===== src/mme_pkg.sv =====
// Shared constants, types and codes of the matrix multiply engine.
`timescale 1ns / 1ps

package mme_pkg;

  localparam int MAX_DIM    = 8;
  localparam int ELEM_WIDTH = 16;

  localparam int DEPTH   = MAX_DIM * MAX_DIM;
  localparam int ADDR_W  = $clog2(DEPTH);
  localparam int IDX_W   = $clog2(MAX_DIM);
  localparam int DIM_W   = IDX_W + 1;
  localparam int AREA_W  = 2 * DIM_W;
  localparam int PROD_W  = 2 * ELEM_WIDTH;
  localparam int RES_W   = PROD_W + IDX_W;
  localparam int CFG_IDX_W = 2;

  typedef enum logic [1:0] {
    OP_LOAD_A  = 2'd0,
    OP_LOAD_B  = 2'd1,
    OP_COMPUTE = 2'd2
  } opcode_e;

  typedef enum logic [CFG_IDX_W-1:0] {
    CFG_ROWS  = 2'd0,
    CFG_INNER = 2'd1,
    CFG_COLS  = 2'd2
  } cfg_index_e;

  typedef enum logic [2:0] {
    ST_IDLE,
    ST_FETCH,
    ST_MUL,
    ST_ACC,
    ST_EMIT
  } state_e;

endpackage


===== src/mme_in_if.sv =====
// Input channel: load and compute beats.
`timescale 1ns / 1ps

interface mme_in_if;
  import mme_pkg::*;

  logic                         valid;
  logic                         ready;
  logic [1:0]                   opcode;
  logic [ADDR_W-1:0]            elem_index;
  logic signed [ELEM_WIDTH-1:0] element_value;

  modport source (output valid, output opcode, output elem_index, output element_value,
                  input ready);
  modport sink   (input valid, input opcode, input elem_index, input element_value,
                  output ready);
endinterface


===== src/mme_out_if.sv =====
// Output channel: result element beats.
`timescale 1ns / 1ps

interface mme_out_if;
  import mme_pkg::*;

  logic                    valid;
  logic                    ready;
  logic signed [RES_W-1:0] result_value;
  logic [IDX_W-1:0]        out_row;
  logic [IDX_W-1:0]        out_col;
  logic                    is_last;

  modport source (output valid, output result_value, output out_row, output out_col,
                  output is_last, input ready);
  modport sink   (input valid, input result_value, input out_row, input out_col,
                  input is_last, output ready);
endinterface


===== src/matrix_multiply_engine.sv =====
// Top level of the fixed-point matrix multiply engine.
`timescale 1ns / 1ps

// Loads one Q8.8 element of A or B per beat while idle (out-of-range
// indices dropped) and, on a compute beat, streams every element of
// C = A x B in row-major order as an exact Q19.16 dot product, is_last on the
// final one. A single multiplier and accumulator are shared by all products:
// each multiply-accumulate steps through store read, multiply and add, and
// each result element through an emit step that stalls while the previous
// result is still waiting on the output. The input is not ready during a
// compute; a waiting result does not block loads.
// Store entries never loaded read as unknown values.
module matrix_multiply_engine (
  input  logic                            clk_i,
  input  logic                            rst_ni,
  input  logic                            cfg_we_i,
  input  logic [mme_pkg::CFG_IDX_W-1:0]   cfg_index_i,
  input  logic [mme_pkg::DIM_W-1:0]       cfg_data_i,
  mme_in_if.sink                          in_i,
  mme_out_if.source                       out_o
);
  import mme_pkg::*;

  localparam logic [DIM_W-1:0] MaxDim = DIM_W'(MAX_DIM);

  state_e state_q, state_d;

  logic [DIM_W-1:0]  rows_q, inner_q, cols_q;
  logic [DIM_W-1:0]  nr, nk, nc;
  logic [AREA_W-1:0] area_a, area_b;

  logic [IDX_W-1:0]  r_q, r_d, c_q, c_d, k_q, k_d;
  logic [ADDR_W:0]   row_base_q, row_base_d, b_addr_q, b_addr_d, a_addr;
  logic [RES_W-1:0]  acc_q, acc_d;
  logic signed [PROD_W-1:0] prod_q, prod_d;

  logic                   out_valid_q, out_valid_d;
  logic [RES_W-1:0]       res_q, res_d;
  logic [IDX_W-1:0]       row_q, row_d, col_q, col_d;
  logic                   last_q, last_d;

  logic a_we, b_we, last_elem, last_col;
  logic [ELEM_WIDTH-1:0] a_rd, b_rd;

  always_ff @(posedge clk_i or negedge rst_ni) begin
    if (!rst_ni) begin
      rows_q  <= MaxDim;
      inner_q <= MaxDim;
      cols_q  <= MaxDim;
    end else if (cfg_we_i) begin
      case (cfg_index_e'(cfg_index_i))
        CFG_ROWS:  rows_q  <= cfg_data_i;
        CFG_INNER: inner_q <= cfg_data_i;
        CFG_COLS:  cols_q  <= cfg_data_i;
        default: ;
      endcase
    end
  end

  assign nr = (rows_q  > MaxDim) ? MaxDim : rows_q;
  assign nk = (inner_q > MaxDim) ? MaxDim : inner_q;
  assign nc = (cols_q  > MaxDim) ? MaxDim : cols_q;

  assign area_a = AREA_W'(nr) * AREA_W'(nk);
  assign area_b = AREA_W'(nk) * AREA_W'(nc);

  assign a_addr    = row_base_q + (ADDR_W + 1)'(k_q);
  assign last_col  = ({1'b0, c_q} == nc - DIM_W'(1));
  assign last_elem = last_col && ({1'b0, r_q} == nr - DIM_W'(1));

  mme_ram #(.Width(ELEM_WIDTH), .Depth(DEPTH)) u_a_ram (
    .clk_i   (clk_i),
    .we_i    (a_we),
    .waddr_i (in_i.elem_index),
    .wdata_i (in_i.element_value),
    .raddr_i (a_addr[ADDR_W-1:0]),
    .rdata_o (a_rd)
  );

  mme_ram #(.Width(ELEM_WIDTH), .Depth(DEPTH)) u_b_ram (
    .clk_i   (clk_i),
    .we_i    (b_we),
    .waddr_i (in_i.elem_index),
    .wdata_i (in_i.element_value),
    .raddr_i (b_addr_q[ADDR_W-1:0]),
    .rdata_o (b_rd)
  );

  always_ff @(posedge clk_i or negedge rst_ni) begin
    if (!rst_ni) begin
      state_q     <= ST_IDLE;
      r_q         <= '0;
      c_q         <= '0;
      k_q         <= '0;
      row_base_q  <= '0;
      b_addr_q    <= '0;
      acc_q       <= '0;
      out_valid_q <= 1'b0;
    end else begin
      state_q     <= state_d;
      r_q         <= r_d;
      c_q         <= c_d;
      k_q         <= k_d;
      row_base_q  <= row_base_d;
      b_addr_q    <= b_addr_d;
      acc_q       <= acc_d;
      out_valid_q <= out_valid_d;
    end
  end

  always_ff @(posedge clk_i) begin
    prod_q <= prod_d;
    res_q  <= res_d;
    row_q  <= row_d;
    col_q  <= col_d;
    last_q <= last_d;
  end

  always_comb begin
    state_d     = state_q;
    r_d         = r_q;
    c_d         = c_q;
    k_d         = k_q;
    row_base_d  = row_base_q;
    b_addr_d    = b_addr_q;
    acc_d       = acc_q;
    prod_d      = prod_q;
    res_d       = res_q;
    row_d       = row_q;
    col_d       = col_q;
    last_d      = last_q;
    a_we        = 1'b0;
    b_we        = 1'b0;
    out_valid_d = out_valid_q && !out_o.ready;

    case (state_q)
      ST_IDLE: begin
        if (in_i.valid) begin
          case (opcode_e'(in_i.opcode))
            OP_LOAD_A: a_we = (AREA_W'(in_i.elem_index) < area_a);
            OP_LOAD_B: b_we = (AREA_W'(in_i.elem_index) < area_b);
            OP_COMPUTE: begin
              if (nr != '0 && nc != '0) begin
                r_d        = '0;
                c_d        = '0;
                k_d        = '0;
                row_base_d = '0;
                b_addr_d   = '0;
                acc_d      = '0;
                state_d    = (nk == '0) ? ST_EMIT : ST_FETCH;
              end
            end
            default: ;
          endcase
        end
      end
      ST_FETCH: state_d = ST_MUL;
      ST_MUL: begin
        prod_d  = $signed(a_rd) * $signed(b_rd);
        state_d = ST_ACC;
      end
      ST_ACC: begin
        acc_d    = acc_q + {{(RES_W - PROD_W){prod_q[PROD_W-1]}}, prod_q};
        k_d      = k_q + IDX_W'(1);
        b_addr_d = b_addr_q + (ADDR_W + 1)'(nc);
        state_d  = ({1'b0, k_q} == nk - DIM_W'(1)) ? ST_EMIT : ST_FETCH;
      end
      ST_EMIT: begin
        if (!out_valid_q || out_o.ready) begin
          out_valid_d = 1'b1;
          res_d       = acc_q;
          row_d       = r_q;
          col_d       = c_q;
          last_d      = last_elem;
          k_d         = '0;
          acc_d       = '0;
          if (last_elem) begin
            state_d = ST_IDLE;
          end else begin
            if (last_col) begin
              c_d        = '0;
              r_d        = r_q + IDX_W'(1);
              row_base_d = row_base_q + (ADDR_W + 1)'(nk);
              b_addr_d   = '0;
            end else begin
              c_d      = c_q + IDX_W'(1);
              b_addr_d = (ADDR_W + 1)'(c_q) + (ADDR_W + 1)'(1);
            end
            state_d = (nk == '0) ? ST_EMIT : ST_FETCH;
          end
        end
      end
      default: state_d = ST_IDLE;
    endcase
  end

  assign in_i.ready         = (state_q == ST_IDLE);
  assign out_o.valid        = out_valid_q;
  assign out_o.result_value = res_q;
  assign out_o.out_row      = row_q;
  assign out_o.out_col      = col_q;
  assign out_o.is_last      = last_q;

  a_fetch_in_range: assert property (@(posedge clk_i) disable iff (!rst_ni)
    state_q == ST_FETCH |-> (a_addr < (ADDR_W + 1)'(DEPTH)) &&
                            (b_addr_q < (ADDR_W + 1)'(DEPTH)))
    else $error("store read address out of range");

  a_k_below_inner: assert property (@(posedge clk_i) disable iff (!rst_ni)
    (state_q == ST_MUL || state_q == ST_ACC) |-> ({1'b0, k_q} < nk))
    else $error("inner counter past inner dimension");

  a_compute_busy: assert property (@(posedge clk_i) disable iff (!rst_ni)
    (in_i.valid && in_i.ready && in_i.opcode == OP_COMPUTE && nr != '0 && nc != '0)
      |=> !in_i.ready)
    else $error("input ready right after a compute beat");

  a_result_from_emit: assert property (@(posedge clk_i) disable iff (!rst_ni)
    $rose(out_valid_q) |-> $past(state_q) == ST_EMIT)
    else $error("result beat raised outside emit");

endmodule


===== src/mme_ram.sv =====
// Generic single-write, single-read RAM with registered read data.
`timescale 1ns / 1ps

module mme_ram #(
  parameter int Width = 16,
  parameter int Depth = 64
) (
  input  logic                     clk_i,
  input  logic                     we_i,
  input  logic [$clog2(Depth)-1:0] waddr_i,
  input  logic [Width-1:0]         wdata_i,
  input  logic [$clog2(Depth)-1:0] raddr_i,
  output logic [Width-1:0]         rdata_o
);

  logic [Width-1:0] mem [Depth];
  logic [Width-1:0] rdata_q;

  always_ff @(posedge clk_i) begin
    if (we_i) begin
      mem[waddr_i] <= wdata_i;
    end
    rdata_q <= mem[raddr_i];
  end

  assign rdata_o = rdata_q;

endmodule


===== src/flat_wrapper.sv =====
// flat-port wrapper written by rule: the top's interface ports become plain ports
module matrix_multiply_engine_flat import mme_pkg::*;
  (clk_i, rst_ni, cfg_we_i, cfg_index_i, cfg_data_i, in_i_valid, in_i_opcode, in_i_elem_index, in_i_element_value, in_i_ready, out_o_valid, out_o_result_value, out_o_out_row, out_o_out_col, out_o_is_last, out_o_ready);
  mme_in_if in_i_i ();
  mme_out_if out_o_i ();
  input  logic clk_i;
  input  logic rst_ni;
  input  logic cfg_we_i;
  input  logic [mme_pkg::CFG_IDX_W-1:0] cfg_index_i;
  input  logic [mme_pkg::DIM_W-1:0] cfg_data_i;
  input wire logic [$bits(in_i_i.valid)-1:0] in_i_valid;
  input wire logic [$bits(in_i_i.opcode)-1:0] in_i_opcode;
  input wire logic [$bits(in_i_i.elem_index)-1:0] in_i_elem_index;
  input wire logic [$bits(in_i_i.element_value)-1:0] in_i_element_value;
  output wire logic [$bits(in_i_i.ready)-1:0] in_i_ready;
  output wire logic [$bits(out_o_i.valid)-1:0] out_o_valid;
  output wire logic [$bits(out_o_i.result_value)-1:0] out_o_result_value;
  output wire logic [$bits(out_o_i.out_row)-1:0] out_o_out_row;
  output wire logic [$bits(out_o_i.out_col)-1:0] out_o_out_col;
  output wire logic [$bits(out_o_i.is_last)-1:0] out_o_is_last;
  input wire logic [$bits(out_o_i.ready)-1:0] out_o_ready;
  assign in_i_i.valid = in_i_valid;
  assign in_i_i.opcode = in_i_opcode;
  assign in_i_i.elem_index = in_i_elem_index;
  assign in_i_i.element_value = in_i_element_value;
  assign in_i_ready = in_i_i.ready;
  assign out_o_valid = out_o_i.valid;
  assign out_o_result_value = out_o_i.result_value;
  assign out_o_out_row = out_o_i.out_row;
  assign out_o_out_col = out_o_i.out_col;
  assign out_o_is_last = out_o_i.is_last;
  assign out_o_i.ready = out_o_ready;
  matrix_multiply_engine u_core (.clk_i(clk_i), .rst_ni(rst_ni), .cfg_we_i(cfg_we_i), .cfg_index_i(cfg_index_i), .cfg_data_i(cfg_data_i), .in_i(in_i_i), .out_o(out_o_i));
endmodule

===== config.mk =====
export PLATFORM = sky130hd
export DESIGN_NAME = matrix_multiply_engine_flat
export DESIGN_NICKNAME = d
export VERILOG_FILES = /design/src/mme_pkg.sv /design/src/mme_in_if.sv /design/src/mme_out_if.sv /design/src/matrix_multiply_engine.sv /design/src/mme_ram.sv /design/src/flat_wrapper.sv
export SDC_FILE = /design/constraint.sdc
export NUM_CORES = 2
export LEC_CHECK = 0
export BUFFER_PORTS_ARGS = -buffer_cell sky130_fd_sc_hd__buf_2
export CAP_MARGIN = 20
export CORE_MARGIN = 3
export CORE_UTILIZATION = 55
export DETAILED_ROUTE_END_ITERATION = 12
export PLACE_DENSITY = 0.75
export RECOVER_POWER = 50
export SLEW_MARGIN = 20
export SYNTH_ARGS = -nofsm -noshare
export SYNTH_HDL_FRONTEND = slang
export SYNTH_HIERARCHICAL = 1
export SYNTH_SLANG_ARGS = --single-unit

===== constraint.sdc =====
create_clock -name clk_i -period 15.2 [get_ports clk_i]
set_clock_uncertainty 0.1 [all_clocks]
set_input_delay 3.04 -clock clk_i [delete_from_list [all_inputs] [get_ports clk_i]]
set_output_delay 3.04 -clock clk_i [all_outputs]
set_load 0.01 [all_outputs]

# Word-level counts from Yosys, hierarchy flattened

Memory sizes are Yosys's and may differ from the RTL's. A register that Yosys moved wholly into a read port is not among the register bits.
Index checks and enable logic that the tools add are counted.

Register bits: 148
RAM bits: 2048
Bits of input ports: 35
Output and inout port bits: 44
Logic and storage cells: 129
Memories kept: 2

$add $sub $neg: 11
Multiply operators: 3
Magnitude comparators: 5
Eq/ne operators: 17
Mux-type cells: 52
Reductions and logical operators: 23

Memories:

| memory             | words | width | read ports | clocked after Yosys merged registers in | wr ports | line          | text |
|---|---|---|---|---|---|---|---|
| u_core.u_a_ram.mem | 64    | 16    | 1          | 1                                       | 1        | mme_ram.sv:16 | `logic [Width-1:0] mem [Depth];` |
| u_core.u_b_ram.mem | 64    | 16    | 1          | 1                                       | 1        | mme_ram.sv:16 |  |

Operator list:

| cell                  | number |
|---|---|
| $mux W35              | 4 |
| $pmux W35 S3          | 1 |
| $mux W7               | 9 |
| $mux W3               | 17 |
| $add A35 B35 Y35      | 1 |
| $mul A16 B16 Y32      | 1 |
| $pmux W7 S3           | 1 |
| $lt A6 B8 Y1          | 2 |
| $mul A4 B4 Y8         | 2 |
| $pmux W3 S5           | 1 |
| $add A7 B4 Y7         | 2 |
| $pmux W7 S2           | 1 |
| $eq A3 B4 Y1          | 3 |
| $gt A4 B4 Y1 const B  | 3 |
| $mux W1               | 12 |
| $mux W4               | 3 |
| $pmux W3 S2           | 2 |
| $reduce_and A6 Y1     | 2 |
| $sub A4 B1 Y4 const B | 3 |
| $add A3 B1 Y3 const B | 3 |
| $pmux W3 S3           | 1 |
| $ne A2 B1 Y1 const B  | 4 |
| $reduce_and A2 Y1     | 4 |
| $reduce_bool A4 Y1    | 2 |
| 19 further kinds      | 27 |

# Depth between registers and ports, before layout

Depth in word-level cells: 9
Depth in mapped cells: 24
Depth with buffers taken out: 23

# By module

Netlist, hierarchy kept.

Modules (own cells, without submodules):

| module                    | instances | cells an instance | area an instance (um^2) |
|---|---|---|---|
| mme_ram at u_core.u_b_ram | 1         | 1829              | 40042.2 |
| mme_ram at u_core.u_a_ram | 1         | 1829              | 40039.7 |
| matrix_multiply_engine    | 1         | 1931              | 18667.9 |

# Worst setup path before layout

No wires, ideal clock.

Path kind: input-to-reg
Start point: input port in_i_elem_index[1]
End point: memory u_core.u_b_ram.mem[48][0], enable pin
Data arrival time: 6031 ps
Path slack: 8660 ps
Stages: 12
Path through: ha_1 o31a_1 o21a_1 o21a_1 o21ai_0 nand2b_1 a21oi_1 nor2_1 nor3b_1 nor2b_1 nand4b_1 nor3_1

Word-level cells in the longest chain between the ends: 6

Ends and longest elaborated chain:

| item                          | line                          | text |
|---|---|---|
| from (decl)                   | flat_wrapper.sv:13            | `input wire logic [$bits(in_i_i.elem_index)-1:0] in_i_elem_index;` |
| $lt A6 B8 Y1                  | matrix_multiply_engine.sv:141 | `OP_LOAD_B: b_we = (AREA_W'(in_i.elem_index) < area_b);` |
| $mux W1                       | matrix_multiply_engine.sv:139 | `case (opcode_e'(in_i.opcode))` |
| $mux W1                       | matrix_multiply_engine.sv:138 | `if (in_i.valid) begin` |
| $mux W1                       | matrix_multiply_engine.sv:136 | `case (state_q)` |
| net u_core.b_we               | matrix_multiply_engine.sv:42  | `logic a_we, b_we, last_elem, last_col;` |
| $mux W1                       | mme_ram.sv:20                 | `if (we_i) begin` |
| $mux W1 (not written as such) | mme_ram.sv:21                 | `mem[waddr_i] <= wdata_i;` |
| to (decl)                     | mme_ram.sv:16                 |  |

The timed path passes the listed nets, and every way through them passes these cells.

# Worst setup path in the final report

Start point: input port in_i_element_value[4]
End point: memory u_core.u_a_ram.mem[14][4] (data pin)

RTL lines:

| item        | line               | text |
|---|---|---|
| from (decl) | flat_wrapper.sv:14 | `input wire logic [$bits(in_i_i.element_value)-1:0] in_i_element_value;` |
| to (decl)   | mme_ram.sv:16      |  |

No word-level cell before the write port.

==> flow_summary.ini <==
[synth]
synthDominantCellAreaShare = 0.645
ys_top_cells_by_count = edfxtp_1, mux4_2, inv_1, nand2_1, fa_1
netlist_instances = 5589
ys_top_cells_by_area = edfxtp_1, mux4_2, fa_1
avgSynthCellArea_um2 = 17.7
seq_area_frac_synth = 0.670
syn_nets = 6066
synth-warning-count = 6
ys.flop_type = edfxtp_1
post_synth_num_cell_types = 88
yosysTopAreaCell = edfxtp_1
ys_seq_elements = 2226
netlist_area_um2 = 98700
yosysMostFrequentCell = edfxtp_1
async_reset_ff_frac = 0.0323
synth_edf_count = 2122

[setup_path]
arrival_ns = 8.58
cp_max_fo = 68
critPathTopFamily = buffers and inverters
start_kind = input port
path_common_cell = clkbuf_1
end_kind = flip-flop
reg2reg_depth = 17
cp_slowest_cell = clkbuf_1
crit_path_cell_trace = clkbuf_1 -> clkbuf_1
worst_ep_required_time_ns = 15.25
critPathMaxStageDelay_ns = 2.92
path_depth = 2
setup.worst_path.class = input port to flip-flop
path_buf_inv = 2

[sta]
period_needed_ns = 8.53
max_slew.worst_pin.slew_ns = 5.11
drv_slew = 2210
slew_headroom = -2.41
period_share = 0.561
whs_ns = 0.389
setup_violations = 0
tns_ns = 0
fin_ws_ns = 6.67
hold_viol = 0
timing.fmax_mhz = 117
rsz0062_at_grt = no

[layout]
fill_cells = 12303
final_cells = 8321
final_nets = 6274
area_growth_pct = 10.1
post_route_cells_drive_above_1_share = 0.183

[clock_tree]
post-cts-setup-buffers = 0
clock-sinks = 2226
clk_pin_slew_ns = 0.06
cts_made_buffers = 213
cts_hold_buf = 0
clock_latency_ns = 0.85
post_cts_resized = 0
htreeDepth = 4
cts_tree = built
clock_tree.buffer_depth = 3
cts-root-buf = clkbuf_16

[place]
placed_cells = 7921
gp_congestion = 0.900
post-dp-hpwl_mm = 142
numPortBuffers = 78
place_ws_ns = 6.91

[floorplanning]
rows = 154
start_util = 0.557
core_um2 = 177000
die_h_um = 430
die-area_um2 = 185000
fp.dieW_um = 430
pin_count = 79

[detailed_routing]
viasPerCell = 6.24
wl_met2_mm = 111
dr.pass1.iters = 6
drt-met1-wl_mm = 88.5
vias = 51964
drc = 0
wl_per_cell_um = 27.5
top_layer_used = met5
drt_iter0_drc = 5851
ant_nets = 0
wl_met3_mm = 21.2
finalWirelength_mm = 229

[outcome]
outcome = finished with violations
failed_checks = capacitance limit, slew limit

[flow_run]
max_cap_violations = 35

[hold_path]
min_path_type = flip-flop to flip-flop
min_path_cells = 0

[grt]
grt_pass1_wl_mm = 343
grt_start_max_net_pins = 133
antenna_found_initial = 8
grt_pass1_vias = 52303
overflow = 0
grt_usage = 0.250
-- per-stage QoR --
stage	utilization	cell area [um2]
2_1_floorplan	-	98700
3_3_place_gp	0.575	102000
3_5_place_dp	0.575	102000
4_1_cts	0.614	109000
5_1_grt	0.614	109000
6_report	0.614	109000
-- final timing paths --
check                                 startpoint                       endpoint  slack, ns
max                        in_i_element_value[4]      u_core/u_a_ram/mem[14][4]       6.67
min                             u_core/acc_q[32]  u_core/out_o.result_value[32]       0.39
max reg2reg                    u_core/inner_q[3]       u_core/u_b_ram/mem[7][4]       7.93
min reg2reg                     u_core/acc_q[32]  u_core/out_o.result_value[32]       0.39
max in group asynchronous                 rst_ni             u_core/b_addr_q[0]       9.06
min in group asynchronous                 rst_ni               u_core/acc_q[14]       2.37
-- per-layer routing --
metal | up-vias | global-route usage
met2 | 2751 | 0.401
met5 | - | 0
li1 | 21977 | -
met4 | 6 | 0.0867
met1 | 26792 | 0.344
met3 | 438 | 0.0511
-- layout make-up --
class	instances	area [um2]	area share
flip-flops and latches	2226	66200	0.608
well taps	2340	2930	0.0269
diodes	1	2.50	0.0000230
inverters	362	1360	0.0125
repair buffers	255	1660	0.0152
multi-input cells	2739	29600	0.273
clock buffers	257	5570	0.0512
clock inverters	141	1420	0.0131
-- cell usage in the layout (no fill, tap or decap), drive strengths merged, types with 14 or more instances in the layout --
master / count
a21o: 28
o21ai: 83
nor2: 234
mux4: 448
nand4: 29
clkinv: 100
xor2: 27
fa: 274
a31oi: 23
a211oi: 27
nand2: 323
mux2i: 174
a311oi: 19
a221o: 14
ha: 168
a22o: 14
and2: 140
nor3: 15
a221oi: 32
nand3: 67
nand2b: 29
nor2b: 78
a22oi: 78
buf: 215
inv: 374
mux2: 67
a211o: 21
dfrtp: 69
edfxtp: 2122
bufinv: 18
xnor2: 60
a21oi: 95
dfxtp: 32
clkbuf: 297
-- logic make-up after synthesis --
group           Yosys count  share of synthesized area
compound gates          531                     0.0379
xor+xnor                 87                    0.00772
fa+ha+maj               442                     0.0768
buf+inv                 624                     0.0307
flops                  2226                      0.670
mux                     689                      0.128
simple gates            990                     0.0491
-- registers in the layout (all words and copies together), names as in the netlist --
register                   flops
u_core/inner_q                 4
u_core/row_base_q              6
u_core/prod_q                 32
u_core/c_q                     3
u_core/out_o.is_last           1
u_core/out_o.valid             1
u_core/rows_q                  4
u_core/state_q                 3
u_core/out_o.out_col           3
u_core/b_addr_q                6
u_core/k_q                     3
u_core/u_a_ram/mem          1024
u_core/r_q                     3
u_core/u_b_ram/rdata_o        16
u_core/out_o.result_value     35
u_core/acc_q                  35
u_core/u_a_ram/rdata_o        16
u_core/cols_q                  4
u_core/u_b_ram/mem          1024
u_core/out_o.out_row           3
Power is left out: the tool's default activity adds up to more than one toggle a clock period on the data nets, which glitch-free logic cannot reach.
